File: src/rtl/core/trs_pkg.sv
// shared types and constants for the touch report serializer
package trs_pkg;

   localparam int unsigned POS_W    = 14;
   localparam int unsigned SIZE_W   = 14;
   localparam int unsigned COORD_W  = 16;
   localparam int unsigned FRAC_W   = 12;
   localparam int unsigned DIVD_W   = POS_W + FRAC_W;
   localparam int unsigned EVENT_W  = 2;
   localparam int unsigned BYTE_W   = 8;
   localparam int unsigned BPOS_W   = 4;
   localparam int unsigned CSR_IDX_W = 1;
   localparam int unsigned STEP_W   = 5;

   localparam logic [BYTE_W-1:0] SYNC_A         = 8'h55;
   localparam logic [BYTE_W-1:0] SYNC_B         = 8'h54;
   localparam logic [BYTE_W-1:0] CHECK_SEED     = 8'hAA;
   localparam logic [BYTE_W-1:0] STATUS_PRESS   = 8'h81;
   localparam logic [BYTE_W-1:0] STATUS_MOTION  = 8'h82;
   localparam logic [BYTE_W-1:0] STATUS_RELEASE = 8'h84;
   localparam logic [BYTE_W-1:0] STATUS_NONE    = 8'h00;

   localparam logic [SIZE_W-1:0] WIDTH_RESET  = 14'd640;
   localparam logic [SIZE_W-1:0] HEIGHT_RESET = 14'd480;

   localparam logic [BPOS_W-1:0] BPOS_LAST = 4'd9;

   localparam logic [STEP_W-1:0] DIV_LAST_STEP = STEP_W'(DIVD_W - 1);

   typedef enum logic [CSR_IDX_W-1:0] {
      CSR_WIDTH  = 1'b0,
      CSR_HEIGHT = 1'b1
   } csr_index_type;

   typedef enum logic [0:0] {
      KIND_EVENT = 1'b0,
      KIND_READ  = 1'b1
   } kind_type;

   typedef enum logic [EVENT_W-1:0] {
      EV_PRESS   = 2'd0,
      EV_RELEASE = 2'd1,
      EV_MOTION  = 2'd2,
      EV_OTHER   = 2'd3
   } event_type;

   typedef enum logic [1:0] {
      MODE_NONE     = 2'd0,
      MODE_START    = 2'd1,
      MODE_TOUCHING = 2'd2,
      MODE_END      = 2'd3
   } mode_type;

   typedef enum logic [1:0] {
      ST_IDLE,
      ST_DIV_X,
      ST_DIV_Y
   } state_type;

   typedef struct packed {
      logic busy;
      logic done;
   } div_stat_type;

endpackage

File: src/rtl/core/trs_if.sv
// request, response and register write channels of the touch report serializer
interface trs_req_if;
   logic                          valid;
   logic                          ready;
   logic                          kind;
   logic [trs_pkg::POS_W-1:0]     pos_x;
   logic [trs_pkg::POS_W-1:0]     pos_y;
   logic [trs_pkg::EVENT_W-1:0]   event_kind;

   modport source (output valid, kind, pos_x, pos_y, event_kind, input ready);
   modport sink   (input valid, kind, pos_x, pos_y, event_kind, output ready);
endinterface

interface trs_rsp_if;
   logic                          valid;
   logic                          ready;
   logic [trs_pkg::BYTE_W-1:0]    data_byte;
   logic                          byte_valid;

   modport source (output valid, data_byte, byte_valid, input ready);
   modport sink   (input valid, data_byte, byte_valid, output ready);
endinterface

interface trs_csr_if;
   logic                          valid;
   logic                          ready;
   logic [trs_pkg::CSR_IDX_W-1:0] index;
   logic [trs_pkg::SIZE_W-1:0]    data;

   modport source (output valid, index, data, input ready);
   modport sink   (input valid, index, data, output ready);
endinterface

File: src/rtl/core/trs_div.sv
// bit-serial restoring divider with 16-bit saturated quotient
module trs_div (
   input  logic                          clock,
   input  logic                          reset,
   input  logic                          start,
   input  logic [trs_pkg::DIVD_W-1:0]    dividend,
   input  logic [trs_pkg::SIZE_W-1:0]    divisor,
   output trs_pkg::div_stat_type         stat,
   output logic [trs_pkg::COORD_W-1:0]   quotient
);
   import trs_pkg::*;

   logic [DIVD_W-1:0] quo_ff, quo_in;
   logic [SIZE_W-1:0] rem_ff, rem_in;
   logic [SIZE_W-1:0] dsr_ff, dsr_in;
   logic [STEP_W-1:0] step_ff, step_in;
   logic              busy_ff, busy_in;
   logic              done_ff, done_in;
   logic [SIZE_W:0]   trial;
   logic [SIZE_W:0]   diff;
   logic              fits;

   always_comb begin
      trial   = {rem_ff, quo_ff[DIVD_W-1]};
      diff    = trial - {1'b0, dsr_ff};
      fits    = (trial >= {1'b0, dsr_ff});
      quo_in  = quo_ff;
      rem_in  = rem_ff;
      dsr_in  = dsr_ff;
      step_in = step_ff;
      busy_in = busy_ff;
      done_in = 1'b0;
      if (start) begin
         quo_in  = dividend;
         rem_in  = '0;
         dsr_in  = divisor;
         step_in = '0;
         busy_in = 1'b1;
      end else if (busy_ff) begin
         quo_in  = {quo_ff[DIVD_W-2:0], fits};
         rem_in  = fits ? diff[SIZE_W-1:0] : trial[SIZE_W-1:0];
         step_in = step_ff + 1'b1;
         if (step_ff == DIV_LAST_STEP) begin
            busy_in = 1'b0;
            done_in = 1'b1;
         end
      end
   end

   always_ff @(posedge clock) begin
      quo_ff  <= quo_in;
      rem_ff  <= rem_in;
      dsr_ff  <= dsr_in;
      step_ff <= step_in;
      if (reset) begin
         busy_ff <= 1'b0;
         done_ff <= 1'b0;
      end else begin
         busy_ff <= busy_in;
         done_ff <= done_in;
      end
   end

   // upper quotient bits set means the scaled value is out of range
   assign quotient   = (|quo_ff[DIVD_W-1:COORD_W]) ? '1 : quo_ff[COORD_W-1:0];
   assign stat.busy  = busy_ff;
   assign stat.done  = done_ff;

endmodule

File: src/rtl/core/touch_report_serializer.sv
// top level of the touch report serializer: sequencer, report state and byte output
// a read beat's response beat is registered and shows in the cycle after the read is taken
// a pointer event runs two 26-step passes of the shared bit-serial divider
// (x, then y) in turn; no request is taken while the divider runs
// back-to-back reads sustain one beat per cycle while the response side keeps up
// synchronous reset: sizes 640 by 480, status and coordinates zero, start mode, nothing pending
module touch_report_serializer (
   input  logic  clock,
   input  logic  reset,
   trs_req_if.sink   req_bus,
   trs_rsp_if.source rsp_bus,
   trs_csr_if.sink   csr_bus
);
   import trs_pkg::*;

   state_type state_ff, state_in;

   logic [SIZE_W-1:0]  width_ff, height_ff;
   logic [BYTE_W-1:0]  status_ff, status_in;
   logic [COORD_W-1:0] panel_x_ff, panel_x_in;
   logic [COORD_W-1:0] panel_y_ff, panel_y_in;
   mode_type           mode_ff, mode_in;
   logic [BPOS_W-1:0]  bpos_ff, bpos_in;
   logic               pending_ff, pending_in;
   logic [POS_W-1:0]   pos_y_ff, pos_y_in;

   logic               rsp_valid_ff, rsp_valid_in;
   logic [BYTE_W-1:0]  rsp_data_ff, rsp_data_in;
   logic               rsp_bvalid_ff, rsp_bvalid_in;

   logic               req_take;
   logic               div_start;
   logic [DIVD_W-1:0]  div_dividend;
   logic [SIZE_W-1:0]  div_divisor;
   div_stat_type       div_stat;
   logic [COORD_W-1:0] div_quotient;

   logic [BPOS_W-1:0]  cur_pos;
   logic [BYTE_W-1:0]  sum_status;
   logic [BYTE_W-1:0]  check_byte;
   logic [BYTE_W-1:0]  read_byte;

   trs_div u_div (
      .clock    (clock),
      .reset    (reset),
      .start    (div_start),
      .dividend (div_dividend),
      .divisor  (div_divisor),
      .stat     (div_stat),
      .quotient (div_quotient)
   );

   assign csr_bus.ready = 1'b1;

   always_ff @(posedge clock) begin
      if (reset) begin
         width_ff  <= WIDTH_RESET;
         height_ff <= HEIGHT_RESET;
      end else if (csr_bus.valid && csr_bus.ready) begin
         case (csr_index_type'(csr_bus.index))
            CSR_WIDTH:  width_ff  <= csr_bus.data;
            CSR_HEIGHT: height_ff <= csr_bus.data;
            default:    width_ff  <= width_ff;
         endcase
      end
   end

   assign req_bus.ready = (state_ff == ST_IDLE) && (!rsp_valid_ff || rsp_bus.ready);
   assign req_take      = req_bus.valid && req_bus.ready;

   assign cur_pos = (bpos_ff > BPOS_LAST) ? '0 : bpos_ff;

   // touching mode rewrites the status before the checksum is formed
   assign sum_status = ((cur_pos == BPOS_LAST) && (mode_ff == MODE_TOUCHING)) ?
                       STATUS_MOTION : status_ff;
   assign check_byte = CHECK_SEED + SYNC_A + SYNC_B + sum_status
                     + panel_x_ff[7:0] + panel_x_ff[15:8]
                     + panel_y_ff[7:0] + panel_y_ff[15:8];

   always_comb begin
      case (cur_pos)
         4'd0:    read_byte = SYNC_A;
         4'd1:    read_byte = SYNC_B;
         4'd2:    read_byte = status_ff;
         4'd3:    read_byte = panel_x_ff[7:0];
         4'd4:    read_byte = panel_x_ff[15:8];
         4'd5:    read_byte = panel_y_ff[7:0];
         4'd6:    read_byte = panel_y_ff[15:8];
         4'd9:    read_byte = check_byte;
         default: read_byte = '0;
      endcase
   end

   always_comb begin
      state_in      = state_ff;
      status_in     = status_ff;
      panel_x_in    = panel_x_ff;
      panel_y_in    = panel_y_ff;
      mode_in       = mode_ff;
      bpos_in       = bpos_ff;
      pending_in    = pending_ff;
      pos_y_in      = pos_y_ff;
      rsp_valid_in  = rsp_valid_ff && !rsp_bus.ready;
      rsp_data_in   = rsp_data_ff;
      rsp_bvalid_in = rsp_bvalid_ff;
      div_start     = 1'b0;
      div_dividend  = {req_bus.pos_x, {FRAC_W{1'b0}}};
      div_divisor   = width_ff;

      case (state_ff)
         ST_IDLE: begin
            if (req_take) begin
               if (kind_type'(req_bus.kind) == KIND_EVENT) begin
                  div_start  = 1'b1;
                  pos_y_in   = req_bus.pos_y;
                  pending_in = 1'b1;
                  state_in   = ST_DIV_X;
                  case (event_type'(req_bus.event_kind))
                     EV_PRESS: begin
                        status_in = STATUS_PRESS;
                        mode_in   = MODE_START;
                     end
                     EV_RELEASE: begin
                        status_in = STATUS_RELEASE;
                        mode_in   = MODE_END;
                     end
                     EV_MOTION: begin
                        status_in = STATUS_MOTION;
                        mode_in   = MODE_TOUCHING;
                     end
                     default: status_in = STATUS_NONE;
                  endcase
               end else begin
                  rsp_valid_in = 1'b1;
                  if (!pending_ff) begin
                     rsp_data_in   = '0;
                     rsp_bvalid_in = 1'b0;
                  end else begin
                     rsp_data_in   = read_byte;
                     rsp_bvalid_in = 1'b1;
                     if (cur_pos == BPOS_LAST) begin
                        bpos_in = '0;
                        case (mode_ff)
                           MODE_START:    mode_in    = MODE_TOUCHING;
                           MODE_TOUCHING: status_in  = STATUS_MOTION;
                           MODE_END:      pending_in = 1'b0;
                           default:       mode_in    = mode_ff;
                        endcase
                     end else begin
                        bpos_in = cur_pos + 1'b1;
                     end
                  end
               end
            end
         end
         ST_DIV_X: begin
            if (div_stat.done) begin
               panel_x_in   = div_quotient;
               div_start    = 1'b1;
               div_dividend = {pos_y_ff, {FRAC_W{1'b0}}};
               div_divisor  = height_ff;
               state_in     = ST_DIV_Y;
            end
         end
         ST_DIV_Y: begin
            if (div_stat.done) begin
               panel_y_in = div_quotient;
               state_in   = ST_IDLE;
            end
         end
         default: state_in = ST_IDLE;
      endcase
   end

   always_ff @(posedge clock) begin
      pos_y_ff      <= pos_y_in;
      rsp_data_ff   <= rsp_data_in;
      rsp_bvalid_ff <= rsp_bvalid_in;
      if (reset) begin
         state_ff     <= ST_IDLE;
         status_ff    <= STATUS_NONE;
         panel_x_ff   <= '0;
         panel_y_ff   <= '0;
         mode_ff      <= MODE_START;
         bpos_ff      <= '0;
         pending_ff   <= 1'b0;
         rsp_valid_ff <= 1'b0;
      end else begin
         state_ff     <= state_in;
         status_ff    <= status_in;
         panel_x_ff   <= panel_x_in;
         panel_y_ff   <= panel_y_in;
         mode_ff      <= mode_in;
         bpos_ff      <= bpos_in;
         pending_ff   <= pending_in;
         rsp_valid_ff <= rsp_valid_in;
      end
   end

   assign rsp_bus.valid      = rsp_valid_ff;
   assign rsp_bus.data_byte  = rsp_data_ff;
   assign rsp_bus.byte_valid = rsp_bvalid_ff;

endmodule
File: src/flat_wrapper.sv
// flat-port wrapper written by rule: the top's interface ports become plain ports
module touch_report_serializer_flat import trs_pkg::*;
  (clock, reset, req_bus_valid, req_bus_kind, req_bus_pos_x, req_bus_pos_y, req_bus_event_kind, req_bus_ready, rsp_bus_valid, rsp_bus_data_byte, rsp_bus_byte_valid, rsp_bus_ready, csr_bus_valid, csr_bus_index, csr_bus_data, csr_bus_ready);
  trs_req_if req_bus_i ();
  trs_rsp_if rsp_bus_i ();
  trs_csr_if csr_bus_i ();
  input  logic clock;
  input  logic reset;
  input wire logic [$bits(req_bus_i.valid)-1:0] req_bus_valid;
  input wire logic [$bits(req_bus_i.kind)-1:0] req_bus_kind;
  input wire logic [$bits(req_bus_i.pos_x)-1:0] req_bus_pos_x;
  input wire logic [$bits(req_bus_i.pos_y)-1:0] req_bus_pos_y;
  input wire logic [$bits(req_bus_i.event_kind)-1:0] req_bus_event_kind;
  output wire logic [$bits(req_bus_i.ready)-1:0] req_bus_ready;
  output wire logic [$bits(rsp_bus_i.valid)-1:0] rsp_bus_valid;
  output wire logic [$bits(rsp_bus_i.data_byte)-1:0] rsp_bus_data_byte;
  output wire logic [$bits(rsp_bus_i.byte_valid)-1:0] rsp_bus_byte_valid;
  input wire logic [$bits(rsp_bus_i.ready)-1:0] rsp_bus_ready;
  input wire logic [$bits(csr_bus_i.valid)-1:0] csr_bus_valid;
  input wire logic [$bits(csr_bus_i.index)-1:0] csr_bus_index;
  input wire logic [$bits(csr_bus_i.data)-1:0] csr_bus_data;
  output wire logic [$bits(csr_bus_i.ready)-1:0] csr_bus_ready;
  assign req_bus_i.valid = req_bus_valid;
  assign req_bus_i.kind = req_bus_kind;
  assign req_bus_i.pos_x = req_bus_pos_x;
  assign req_bus_i.pos_y = req_bus_pos_y;
  assign req_bus_i.event_kind = req_bus_event_kind;
  assign req_bus_ready = req_bus_i.ready;
  assign rsp_bus_valid = rsp_bus_i.valid;
  assign rsp_bus_data_byte = rsp_bus_i.data_byte;
  assign rsp_bus_byte_valid = rsp_bus_i.byte_valid;
  assign rsp_bus_i.ready = rsp_bus_ready;
  assign csr_bus_i.valid = csr_bus_valid;
  assign csr_bus_i.index = csr_bus_index;
  assign csr_bus_i.data = csr_bus_data;
  assign csr_bus_ready = csr_bus_i.ready;
  touch_report_serializer u_core (.clock(clock), .reset(reset), .req_bus(req_bus_i), .rsp_bus(rsp_bus_i), .csr_bus(csr_bus_i));
endmodule
File: config.mk
export PLATFORM = sky130hd
export DESIGN_NAME = touch_report_serializer_flat
export DESIGN_NICKNAME = d
export VERILOG_FILES = /design/src/rtl/core/trs_pkg.sv /design/src/rtl/core/trs_if.sv /design/src/rtl/core/trs_div.sv /design/src/rtl/core/touch_report_serializer.sv /design/src/flat_wrapper.sv
export SDC_FILE = /design/constraint.sdc
export NUM_CORES = 1
export LEC_CHECK = 0
export ABC_AREA = 1
export BUFFER_PORTS_ARGS = -buffer_cell sky130_fd_sc_hd__buf_2
export CAP_MARGIN = 10
export CORE_MARGIN = 1
export CORE_UTILIZATION = 45
export CTS_BUF_LIST = sky130_fd_sc_hd__clkbuf_8
export DETAILED_ROUTE_END_ITERATION = 7
export GPL_ROUTABILITY_DRIVEN = 0
export PLACE_DENSITY = 0.73
export SLEW_MARGIN = 10
export SYNTH_ARGS = -nofsm -noshare
export SYNTH_HDL_FRONTEND = slang
export SYNTH_HIERARCHICAL = 1
export SYNTH_SLANG_ARGS = --single-unit
export TNS_END_PERCENT = 50
File: constraint.sdc
create_clock -name clock -period 3.7 [get_ports clock]
set_input_delay 0.555 -clock clock [delete_from_list [all_inputs] [get_ports clock]]
set_output_delay 0.555 -clock clock [all_outputs]
set_load 0.02 [all_outputs]
Yosys cells after proc, flatten, opt, wreduce, memory -nomap -nowiden
Index checks and enable logic that the tools add are counted.
{"block": "word_totals", "register_bits": 162, "latchBits": 0, "mem_bits_rw": 0, "mem_bits_ro": 0, "mem_count": 0}
{"block": "op_classes", "add_sub_neg": 8, "n_mul": 0, "n_div": 0, "magnitude_cmp": 2, "eq_ne": 23, "n_shift": 0, "n_mux": 43, "bitwise_logic": 3, "reduce_logical": 25}
{"cell": "$mux W26", "n": 4}
{"cell": "$pmux W8 S8", "n": 1}
{"cell": "$mux W14", "n": 3}
{"cell": "$mux W8", "n": 5}
{"cell": "$add A8 B8 Y8", "n": 4}
{"cell": "$pmux W8 S3", "n": 1}
{"cell": "$mux W16", "n": 1}
{"cell": "$mux W2", "n": 8}
{"cell": "$ge A15 B14 Y1", "n": 1}
{"cell": "$mux W1", "n": 15}
{"cell": "$sub A14 B14 Y14", "n": 1}
{"cell": "$eq A4 B3 Y1 const B", "n": 3}
{"cell": "$pmux W2 S3", "n": 2}
{"cell": "$ne A2 B1 Y1 const B", "n": 5}
{"cell": "$reduce_and A2 Y1", "n": 5}
{"cell": "$reduce_or A10 Y1", "n": 1}
{"cell": "$add A7 B8 Y8 const A", "n": 1}
{"cell": "$eq A2 B2 Y1 const B", "n": 4}
{"cell": "$eq A4 B2 Y1 const B", "n": 2}
{"cell": "$mux W4", "n": 2}
{"cell": "$reduce_and A4 Y1", "n": 2}
{"cell": "$eq A2 B1 Y1 const B", "n": 3}
{"cell": "$ne A2 B2 Y1 const B", "n": 3}
{"cell": "$reduce_and A3 Y1", "n": 2}
{"cell": "other kinds (18)", "n": 25}

Depth between registers and ports, before layout
Gate-level depths: netlist of run 1.
{"block": "depth", "depth_word": 11, "ltp_mapped": 21, "ltp_nobuf": 21}

By module
The synthesis of run 1 kept the hierarchy.
{"mod": "touch_report_serializer", "instances": 1, "cells_each": 607, "area_each_um2": 5084.9, "seq_area_each_um2": 2172.1}
{"mod": "trs_div", "instances": 1, "cells_each": 472, "area_each_um2": 3746.1, "seq_area_each_um2": 1621.6}

Worst setup path after synthesis of run 1
Ideal clock, no wire load.
{"block": "synth_timing", "path_kind": "input port to flip-flop", "from": "input port rsp_bus_ready", "to": "register u_core.u_div.quo_ff[0] (enable)", "setup_ps": 382, "t_arrival_ps": 3195, "required_time_ps": 3318, "setup_slack_ps": 123, "cell_stages": 9, "path_buffers": 1, "path_cell_list": "nor2_1 nor2_2 nand2_2 nor2_1 inv_1 nand2_1 clkbuf_1 nor2_1 inv_1"}
{"block": "synth_between", "elab_chain_len": 6}
{"element": "from (decl)", "line_no": "flat_wrapper.sv:18", "text": "input wire logic [$bits(rsp_bus_i.ready)-1:0] rsp_bus_ready;"}
{"element": "$logic_or A1 B1 Y1", "line_no": "touch_report_serializer.sv:68", "text": "assign req_bus.ready = (state_ff == ST_IDLE) && (!rsp_valid_ff || rsp_bus.ready);"}
{"element": "$logic_and A1 B1 Y1", "line_no": "touch_report_serializer.sv:68"}
{"element": "via req_bus_ready", "line_no": "flat_wrapper.sv:14", "text": "output wire logic [$bits(req_bus_i.ready)-1:0] req_bus_ready;"}
{"element": "$logic_and A1 B1 Y1", "line_no": "touch_report_serializer.sv:69", "text": "assign req_take = req_bus.valid && req_bus.ready;"}
{"element": "$mux W1", "line_no": "touch_report_serializer.sv:112", "text": "if (req_take) begin"}
{"element": "$pmux W1 S2", "line_no": "touch_report_serializer.sv:110", "text": "case (state_ff)"}
{"element": "via u_core.div_start", "line_no": "touch_report_serializer.sv:32", "text": "logic div_start;"}
{"element": "$reduce_bool A2 Y1 (no line)"}
{"element": "to (signal assigned)", "line_no": "trs_div.sv:51", "text": "quo_ff <= quo_in;"}
{"element": "to (decl)", "line_no": "trs_div.sv:13", "text": "logic [DIVD_W-1:0] quo_ff, quo_in;"}
The timed path passes the listed nets, and every way through them passes these cells.
A chain may end at the register's enable or synchronous reset.

Worst setup path in the final report of run 1
{"block": "layout_timing", "from": "register u_core.panel_x_ff[2]", "to": "register u_core.rsp_data_ff[6], in the netlist u_core/rsp_bus.data_byte[6], data pin"}
{"block": "layout_between", "elab_chain_len": 5}
{"element": "from (decl)", "line_no": "touch_report_serializer.sv:20", "text": "logic [COORD_W-1:0] panel_x_ff, panel_x_in;"}
{"element": "from (signal assigned)", "line_no": "touch_report_serializer.sv:191", "text": "panel_x_ff <= panel_x_in;"}
{"element": "$add A8 B8 Y8 (2 in a row)", "line_no": "touch_report_serializer.sv:77", "text": "+ panel_x_ff[7:0] + panel_x_ff[15:8]"}
{"element": "$add A8 B8 Y8 (2 in a row)", "line_no": "touch_report_serializer.sv:78", "text": "+ panel_y_ff[7:0] + panel_y_ff[15:8];"}
{"element": "$pmux W8 S8", "line_no": "touch_report_serializer.sv:81", "text": "case (cur_pos)"}
{"element": "to (signal assigned)", "line_no": "touch_report_serializer.sv:177", "text": "rsp_data_ff <= rsp_data_in;"}
{"element": "to (decl)", "line_no": "touch_report_serializer.sv:28", "text": "logic [BYTE_W-1:0] rsp_data_ff, rsp_data_in;"}
No other way between the ends.

==> run_results.csv, run 1 <==
group,metric,value,unit
run_status,status,"completed",
clock_network,cts_tree,"done",
setup_path,crit_path_end_kind,"flip-flop",
timing,relSlewSlack,0.3189,
drt,top_layer,"met4",
timing,period_needed,3480,ps
power,powerDensity,403.7,mW/mm^2
power,clockPowerShare,0.313,
synthesis,netlist_area,0.008823,mm^2
floorplanning,core,0.01896,mm^2
worst_hold_path,min_from,"req_bus_pos_y[8]",
power,peakVddDrop,255.9,uV
floorplanning,start_util,0.4655,
setup_path,rrSetupSlack,220,ps
power,power_frac_seq,0.507,
timing,hold_viol,0,
floorplanning,die_h,142.0,um
power,p_comb_frac,0.180,
setup_path,crit_start,"u_core/panel_x_ff[2]",
grt,antenna_found_initial,0,
setup_path,rr_startpoint,"u_core/panel_x_ff[2]",
floorplanning,ioPinCount,63,
drt,vias_per_cell,4.935,
cells_and_area,fillers,1781,
power,cellLeakagePower,4.484,nW
cells_and_area,nets,1244,
power,power,3.941,mW
timing,setup_viol,0,
grt,grt_pass1_wl,30.26,mm
clock_network,cts_max_level,4,
grt,grt_pass1_vias,6313,
setup_path,worst_r2r_endpoint,"u_core/rsp_bus.data_byte[6]",
grt,grt_max_degree,68,
timing,grt_setup_unrepaired,"no",
drt,routed_wl,18.32,mm
timing,fmax,287.3,MHz
placement,io_buffers,61,
placement,dpl.hpwl,13.36,mm
clock_network,cts-root-buf,"clkbuf_8",
clock_network,clock-sinks,158,
flow_run,cap_violations,0,
timing,setup_tns,0,ps
setup_path,crit_type,"flip-flop to flip-flop",
drt,drt_first_pass_iters,4,
setup_path,r2r_cells,20,
worst_hold_path,min_path_type,"primary input to flip-flop",
clock_network,clockBufferDepth,2,
timing,slew_violations,0,
floorplanning,rows,50,
synthesis,avgSynthCellArea,8.185,um^2
power,p_sw_frac,0.2996,
drt,wl_met2,8.135,mm
synthesis,synth_cells,1078,
timing,worst_slew_pin_slew,1019,ps
drt,drt-met1-wl,9.128,mm
cells_and_area,drive_above_1_share,0.1646,
clock_network,clk_latency,460,ps
timing,fin_worst_skew,11.01,ps
worst_hold_path,min_to,"u_core/pos_y_ff[8]",
drt,dr_wl_met3,774,um
floorplanning,die_area,0.02017,mm^2
clock_network,post_cts_buffers,0,
grt,grtUsageTotal,0.1894,
synthesis,yosysWarnings,6,
drt,vias,6978,
drt,drc,0,
clock_network,clk_pin_slew_worst_paths,90,ps
clock_network,cts_buffers,17,
drt,ant_nets,0,
setup_path,required,3910,ps
timing,hold_ws,269.5,ps
setup_path,path_max_fanout,4,
clock_network,cts_hold_buf,0,
drt,wl_per_cell,12.96,um
cells_and_area,antenna_cells,0,
drt,drtIter0Drc,357,
worst_hold_path,hold_depth,1,
power,cell_internal_pwr,2.760,mW
setup_path,cp.arrival,3690,ps
power,p_sw,1.181,mW
floorplanning,die_w,142.0,um
grt,overflow,0,
timing,period_share,0.9407,
cells_and_area,area_growth,10.65,%
setup_path,start_kind,"flip-flop",
==> worst max path at each step <==
stage | slack (ps) | cells past startpoint | end
after floorplan | 120 | 9 | u_core/u_div/quo_ff[0]
after global placement | 250 | 20 | u_core/rsp_bus.data_byte[6]
after detailed placement | 180 | 20 | u_core/rsp_bus.data_byte[6]
after CTS | 170 | 20 | u_core/rsp_bus.data_byte[6]
after global routing | 20 | 20 | u_core/rsp_bus.data_byte[6]
final | 220 | 20 | u_core/rsp_bus.data_byte[6]
==> power groups by stage <==
stage	logic [mW]	registers [mW]	clock network [mW]
global route	0.800	2.01	1.33
CTS	0.707	2.00	1.26
floorplan	0.552	2.03	0
global placement	0.690	2.03	0
finish	0.711	2.00	1.23
detailed placement	0.704	2.04	0
==> what timing repair did <==
action,in CTS,in global routing
hold endpoints to repair,0,0
setup endpoints to repair,0,2
resized for setup,0,3
==> placed cells by master (no fill, tap or decap), types with 7 or more instances in the layout <==
master,instances
nand2_1,228
inv_1,171
dfxtp_1,95
o21ai_0,89
nor2_1,84
a21oi_1,64
edfxtp_1,63
buf_2,61
nand3_1,47
ha_1,34
mux2_2,28
clkbuf_8,19
fa_1,17
nand2_2,16
conb_1,13
nand4_1,10
inv_2,8
o22ai_1,8
buf_4,8
nand3b_1,7
==> area by class of cell <==
cell class | count | area (um^2) | area share
clock buffer | 19 | 261.5 | 0.02678
clock inverter | 13 | 113.9 | 0.01166
tap | 260 | 325.3 | 0.03332
inverter | 180 | 675.6 | 0.06920
sequential | 158 | 3794 | 0.3886
timing repair buffer | 69 | 365.4 | 0.03742
multi-input combinational | 715 | 4228 | 0.4330
==> state kept, by name, summed over array words and instances, names as in the netlist <==
| register | flops |
|---|---|
| u_core/u_div/quo_ff | 26 |
| u_core/mode_ff | 2 |
| u_core/status_ff | 4 |
| u_core/rsp_bus.valid | 1 |
| u_core/u_div/busy_ff | 1 |
| u_core/height_ff | 14 |
| u_core/bpos_ff | 4 |
| u_core/panel_x_ff | 16 |
| u_core/u_div/done_ff | 1 |
| u_core/u_div/rem_ff | 14 |
| u_core/rsp_bus.byte_valid | 1 |
| u_core/state_ff | 2 |
| u_core/pending_ff | 1 |
| u_core/u_div/step_ff | 5 |
| u_core/width_ff | 14 |
| u_core/u_div/dsr_ff | 14 |
| u_core/panel_y_ff | 16 |
| u_core/rsp_bus.data_byte | 8 |
| u_core/pos_y_ff | 14 |
==> metrics by stage <==
stage	setup WS, ps	instance area, um^2	cells	util
floorplan	122.9	8865	1089	-
global placement	249.5	9368	1382	0.4942
detailed placement	182.9	9368	1382	0.4942
CTS	165.1	9743	1414	0.5140
global route	20.16	9763	1414	0.5151
finish	219.6	9763	1414	0.5151
==> routing by layer <==
metal / track usage / vias up
li1: - / 3598
met1: 0.2654 / 3197
met2: 0.2957 / 159
met3: 0.03062 / 24
met4: 0.06621 / 0
met5: 0 / -
==> critical path, cell delays in order, from the launching register on <==
cell,delay (ps)
dfxtp_1,350
inv_1,70
fa_1,530
inv_1,50
fa_1,490
inv_1,50
fa_1,530
inv_1,70
ha_4,260
nand2_1,80
nand2_1,50
nand2_1,50
nand2_1,60
nand2_1,70
nand2_1,70
a21oi_2,130
nand2_1,70
nand2_1,60
nor2_1,40
nor2_1,80
nor2_1,50
Power figures use the tool's default switching activity.
==> inputs of run 2 (changes only) <==
- REMOVE_ABC_BUFFERS: default -> 1
- SLEW_MARGIN: 10 -> 20
==> run_results.csv, run 2 (synthesized netlist as in run 1, its figures left out) <==
group,metric,value,unit
floorplanning,core,0.01896,mm^2
drt,wl_met2,8.744,mm
clock_network,clockBufferDepth,2,
timing,fmax,288.1,MHz
timing,setup_viol,0,
worst_hold_path,min_path_type,"primary input to flip-flop",
timing,period_share,0.9382,
placement,dpl.hpwl,13.55,mm
drt,routed_wl,19.09,mm
run_status,status,"completed",
drt,vias_per_cell,4.978,
placement,placed_area,0.009360,mm^2
floorplanning,die_w,142.0,um
drt,vias,7034,
grt,grtUsageTotal,0.1982,
cells_and_area,layout.cells.most_common_list,"nand2_1, inv_1, dfxtp_1, o21ai_0, nor2_1",
setup_path,rr_startpoint,"u_core/panel_x_ff[2]",
setup_path,cp.arrival,3670,ps
clock_network,clock-sinks,158,
floorplanning,die_area,0.02017,mm^2
timing,relSlewSlack,0.3463,
cells_and_area,stdcell_count,1413,
setup_path,required,3900,ps
power,peakVddDrop,276.1,uV
timing,fin_worst_skew,11.88,ps
clock_network,cts_max_level,4,
setup_path,rrSetupSlack,230,ps
clock_network,cts_tree,"done",
clock_network,clk_pin_slew_worst_paths,90,ps
drt,top_layer,"met4",
setup_path,start_kind,"flip-flop",
placement,dp_cells,1381,
cells_and_area,top_register,"u_core/u_div/quo_ff",
cells_and_area,multi_input_area,0.004229,mm^2
timing,worst_slew_pin_slew,975.2,ps
cells_and_area,antenna_cells,0,
setup_path,crit_type,"flip-flop to flip-flop",
floorplanning,start_util,0.4655,
clock_network,post_cts_buffers,0,
clock_network,cts_buffers,17,
setup_path,worst_r2r_endpoint,"u_core/rsp_bus.data_byte[6]",
cells_and_area,seqCellArea,0.003794,mm^2
drt,drt_first_pass_iters,5,
setup_path,r2r_cells,20,
drt,drt-met1-wl,9.253,mm
timing,slew_violations,0,
floorplanning,ioPinCount,63,
flow_run,cap_violations,0,
cells_and_area,nets,1243,
grt,grt_pass1_vias,6696,
drt,ant_nets,0,
timing,hold_ws,259.2,ps
setup_path,crit_path_end_kind,"flip-flop",
drt,drtIter0Drc,657,
setup_path,crit_start,"u_core/panel_x_ff[2]",
clock_network,cts_hold_buf,0,
cells_and_area,mostFrequentLayoutCell,"nand2_1",
setup_path,crit_path_end,"u_core/rsp_bus.data_byte[6]",
grt,grt_max_degree,68,
cells_and_area,final_area,0.009809,mm^2
clock_network,clk_latency,460,ps
grt,grt_pass1_wl,31.65,mm
power,cellLeakagePower,4.510,nW
floorplanning,rows,50,
floorplanning,die_h,142.0,um
cells_and_area,fillers,1751,
drt,dr_wl_met3,863,um
clock_network,cts-root-buf,"clkbuf_8",
setup_path,path_max_fanout,4,
grt,overflow,0,
cells_and_area,largest_reg_flops,26,
power,powerDensity,418.8,mW/mm^2
drt,wl_per_cell,13.51,um
placement,io_buffers,61,
cells_and_area,drive_above_1_share,0.1622,
power,power,4.108,mW
timing,grt_setup_unrepaired,"no",
cells_and_area,area_growth,11.17,%
cells_and_area,top_regs,"u_core/u_div/quo_ff: 26 flops, u_core/panel_x_ff: 16 flops, u_core/panel_y_ff: 16 flops",
grt,antenna_found_initial,0,
drt,drc,0,
timing,hold_viol,0,
timing,period_needed,3471,ps
clock_network,post_cts_resized,0,
[run 2: how the worst min path moves through the flow]
stage               slack (ps)                   to  cells past startpoint                from
finish                     260   u_core/pos_y_ff[9]                      1    req_bus_pos_y[9]
global route               240  u_core/pos_y_ff[11]                      1   req_bus_pos_y[11]
CTS                        230   u_core/pos_y_ff[0]                      1    req_bus_pos_y[0]
detailed placement         440   u_core/width_ff[7]                      2  u_core/width_ff[7]
global placement           430   u_core/width_ff[7]                      2  u_core/width_ff[7]
floorplan                  420   u_core/width_ff[7]                      2  u_core/width_ff[7]
[run 2: power breakdown]
| group | leakage (nW) | switching, mW | internal, mW |
|---|---|---|---|
| registers | 1.37 | 0.0600 | 1.94 |
| logic | 2.93 | 0.457 | 0.255 |
| clock network | 0.215 | 0.664 | 0.734 |
[run 2: layer usage]
layer / vias up / GRT usage
li1: 3599 / -
met5: - / 0
met3: 15 / 0.02860
met4: 0 / 0.06621
met1: 3225 / 0.2688
met2: 195 / 0.3238
[run 2: through the flow]
step                utilization  worst slack (ps)  TNS (ps)
floorplan                     -            -720.5    -23160
global placement         0.4938             238.5         0
detailed placement       0.4938             180.6         0
CTS                      0.5164             161.0         0
global route             0.5175             35.72         0
finish                   0.5175             228.7         0
[run 2: final cells by class]
cell class,count,share of cell area
Sequential cell,158,0.3867
Multi-Input combinational cell,715,0.4311
Timing Repair Buffer,68,0.03648
Clock inverter,15,0.01977
Clock buffer,17,0.02385
Inverter,180,0.06888
Tap cell,260,0.03316
[run 2: critical path, cell delays in order, from the launching register on]
cell	delay, ps
dfxtp_1	340
inv_1	70
fa_1	530
inv_1	50
fa_1	490
inv_1	50
fa_1	530
inv_1	60
ha_4	250
nand2_1	90
nand2_1	60
nand2_1	60
nand2_1	60
nand2_1	80
nand2_1	70
a21oi_2	130
nand2_1	60
nand2_1	60
nor2_1	40
nor2_1	100
nor2_1	50
==> inputs of run 3 (changes only) <==
- CTS_BUF_LIST: sky130_fd_sc_hd__clkbuf_8 -> sky130_fd_sc_hd__clkbuf_4
==> run_results.csv, run 3 (synthesized netlist as in run 1, its figures left out) <==
group,metric,value,unit
power,power_frac_seq,0.515,
timing,fin_worst_skew,17.96,ps
timing,worst_slack,253.1,ps
cells_and_area,drive_above_1_share,0.1639,
setup_path,slowest_stage,"fa_1",
clock_network,cts_tree,"done",
timing,grt_setup_unrepaired,"no",
cells_and_area,top_register,"u_core/u_div/quo_ff",
floorplanning,core,0.01896,mm^2
power,powerDensity,399.6,mW/mm^2
drt,routed_wl,18.91,mm
placement,placed_area,0.009360,mm^2
setup_path,path_max_fanout,2,
grt,grt_pass1_vias,6624,
drt,drt_first_pass_iters,6,
clock_network,clock-sinks,158,
cells_and_area,largest_reg_flops,26,
timing,relSlewSlack,0.3217,
setup_path,cp.arrival,3750,ps
grt,overflow,0,
power,cell_internal_pwr,2.740,mW
worst_hold_path,min_path_type,"primary input to flip-flop",
setup_path,crit_type,"flip-flop to flip-flop",
clock_network,cts_max_level,4,
timing,hold_viol,0,
timing,fmax,290.1,MHz
clock_network,cts_hold_buf,0,
cells_and_area,nets,1243,
clock_network,clk_latency,550,ps
setup_path,start_kind,"flip-flop",
power,cellLeakagePower,4.466,nW
setup_path,path_cells,"inv_1 -> ha_1 -> fa_1 -> fa_1 -> inv_1 -> ha_1 -> fa_1 -> nand2_1 -> nand2_1 -> nand2_1 -> nand2_1 -> nand2_1 -> nand2_1 -> a21oi_2 -> nand2_1 -> nand2_1 -> nor2_1 -> nor2_1 -> nor2_1",
cells_and_area,mostFrequentLayoutCell,"nand2_1",
floorplanning,rows,50,
floorplanning,die_area,0.02017,mm^2
floorplanning,start_util,0.4655,
placement,dp_slack,180.6,ps
flow_run,cap_violations,0,
timing,slew_violations,0,
timing,period_needed,3447,ps
setup_path,crit_family,"adder cells",
cells_and_area,top_regs,"u_core/u_div/quo_ff: 26 flops, u_core/panel_x_ff: 16 flops, u_core/panel_y_ff: 16 flops",
cells_and_area,final_area,0.009711,mm^2
cells_and_area,stdcell_count,1414,
floorplanning,ioPinCount,63,
setup_path,cp_num_buf_inv,2,
timing,worst_slew_pin_slew,1012,ps
clock_network,post_cts_resized,0,
run_status,status,"completed",
grt,grt_max_degree,68,
timing,setup_viol,0,
drt,drtIter0Drc,584,
drt,ant_nets,0,
power,clockPowerShare,0.302,
floorplanning,die_h,142.0,um
cells_and_area,layout.cells.most_common_list,"nand2_1, inv_1, dfxtp_1, o21ai_0, nor2_1",
clock_network,cts_buffers,17,
power,p_sw,1.141,mW
clock_network,clockBufferDepth,2,
setup_path,crit_path_end_kind,"flip-flop",
clock_network,clk_pin_slew_worst_paths,130,ps
cells_and_area,area_growth,10.05,%
setup_path,slowest_delay,520,ps
drt,wl_per_cell,13.37,um
drt,vias,7034,
grt,antenna_found_initial,1,
drt,drc,0,
grt,grt_pass1_wl,31.32,mm
power,peakVddDrop,216.2,uV
drt,vias_per_cell,4.975,
placement,dp_cells,1381,
setup_path,cpMostUsedCell,"nand2_1",
clock_network,post_cts_buffers,0,
floorplanning,die_w,142.0,um
placement,dpl.hpwl,13.55,mm
power,p_comb_frac,0.183,
grt,grtUsageTotal,0.1954,
setup_path,required,4000,ps
power,p_sw_frac,0.2939,
timing,period_share,0.9316,
clock_network,cts-root-buf,"clkbuf_4",
placement,io_buffers,61,
[run 3: cell types whose count changed in the layout (fill, tap and decap cells not counted), sizes merged]
cell    delta
clkbuf     +1
diode      +1
inv        -1
[run 3: worst paths after layout]
| kind | to | slack (ps) | startpoint | depth (start not counted) |
|---|---|---|---|---|
| worst max-delay path | u_core/rsp_bus.data_byte[6] | 250 | u_core/panel_x_ff[8] | 19 |
| worst min-delay path | u_core/pos_y_ff[9] | 170 | req_bus_pos_y[9] | 1 |
| worst max register to register | u_core/rsp_bus.data_byte[6] | 250 | u_core/panel_x_ff[8] | 19 |
| worst min register to register | u_core/width_ff[7] | 480 | u_core/width_ff[7] | 2 |
[run 3: area by class of cell]
type	instances	area, um^2
Clock inverter	14	190.2
Inverter	180	675.6
Fill cell	1753	9245
Multi-Input combinational cell	715	4229
Timing Repair Buffer	68	357.8
Tap cell	260	325.3
Sequential cell	158	3795
Clock buffer	18	135.1
Antenna cell	1	2.502
[run 3: per-layer routing]
metal	track usage	vias to the layer above	wire length [um]
met5	0	-	0
met4	0.04867	0	218
met3	0.03533	20	952
met2	0.3181	186	8591
met1	0.2679	3228	9148
li1	-	3600	-
[run 3: through the flow]
| stage | util | power [mW] | hold WS [ps] | TNS, ps |
|---|---|---|---|---|
| global placement | 0.4938 | 2.723 | 434.7 | 0 |
| CTS | 0.5110 | 3.920 | 100.6 | 0 |
| global route | 0.5123 | 4.088 | 111.7 | 0 |
| floorplan | - | 2.549 | 423.3 | -23160 |
| detailed placement | 0.4938 | 2.741 | 442.2 | 0 |
| finish | 0.5123 | 3.881 | 170.8 | 0 |
[run 3: power groups by stage]
| stage | logic [mW] | registers [mW] | clock network (mW) |
|---|---|---|---|
| after floorplan | 0.521 | 2.03 | 0 |
| after global placement | 0.691 | 2.03 | 0 |
| after detailed placement | 0.704 | 2.04 | 0 |
| after CTS | 0.708 | 2.00 | 1.21 |
| after global routing | 0.802 | 2.01 | 1.27 |
| final | 0.710 | 2.00 | 1.17 |
[run 3: worst register-to-register path, stage by stage (launching register included)]
cell     delay, ps
dfxtp_1        360
inv_1           60
ha_1           290
fa_1           470
fa_1           520
inv_1           50
ha_1           210
fa_1           390
nand2_1        110
nand2_1         60
nand2_1         60
nand2_1         60
nand2_1         80
nand2_1         70
a21oi_2        130
nand2_1         60
nand2_1         50
nor2_1          40
nor2_1          90
nor2_1          50
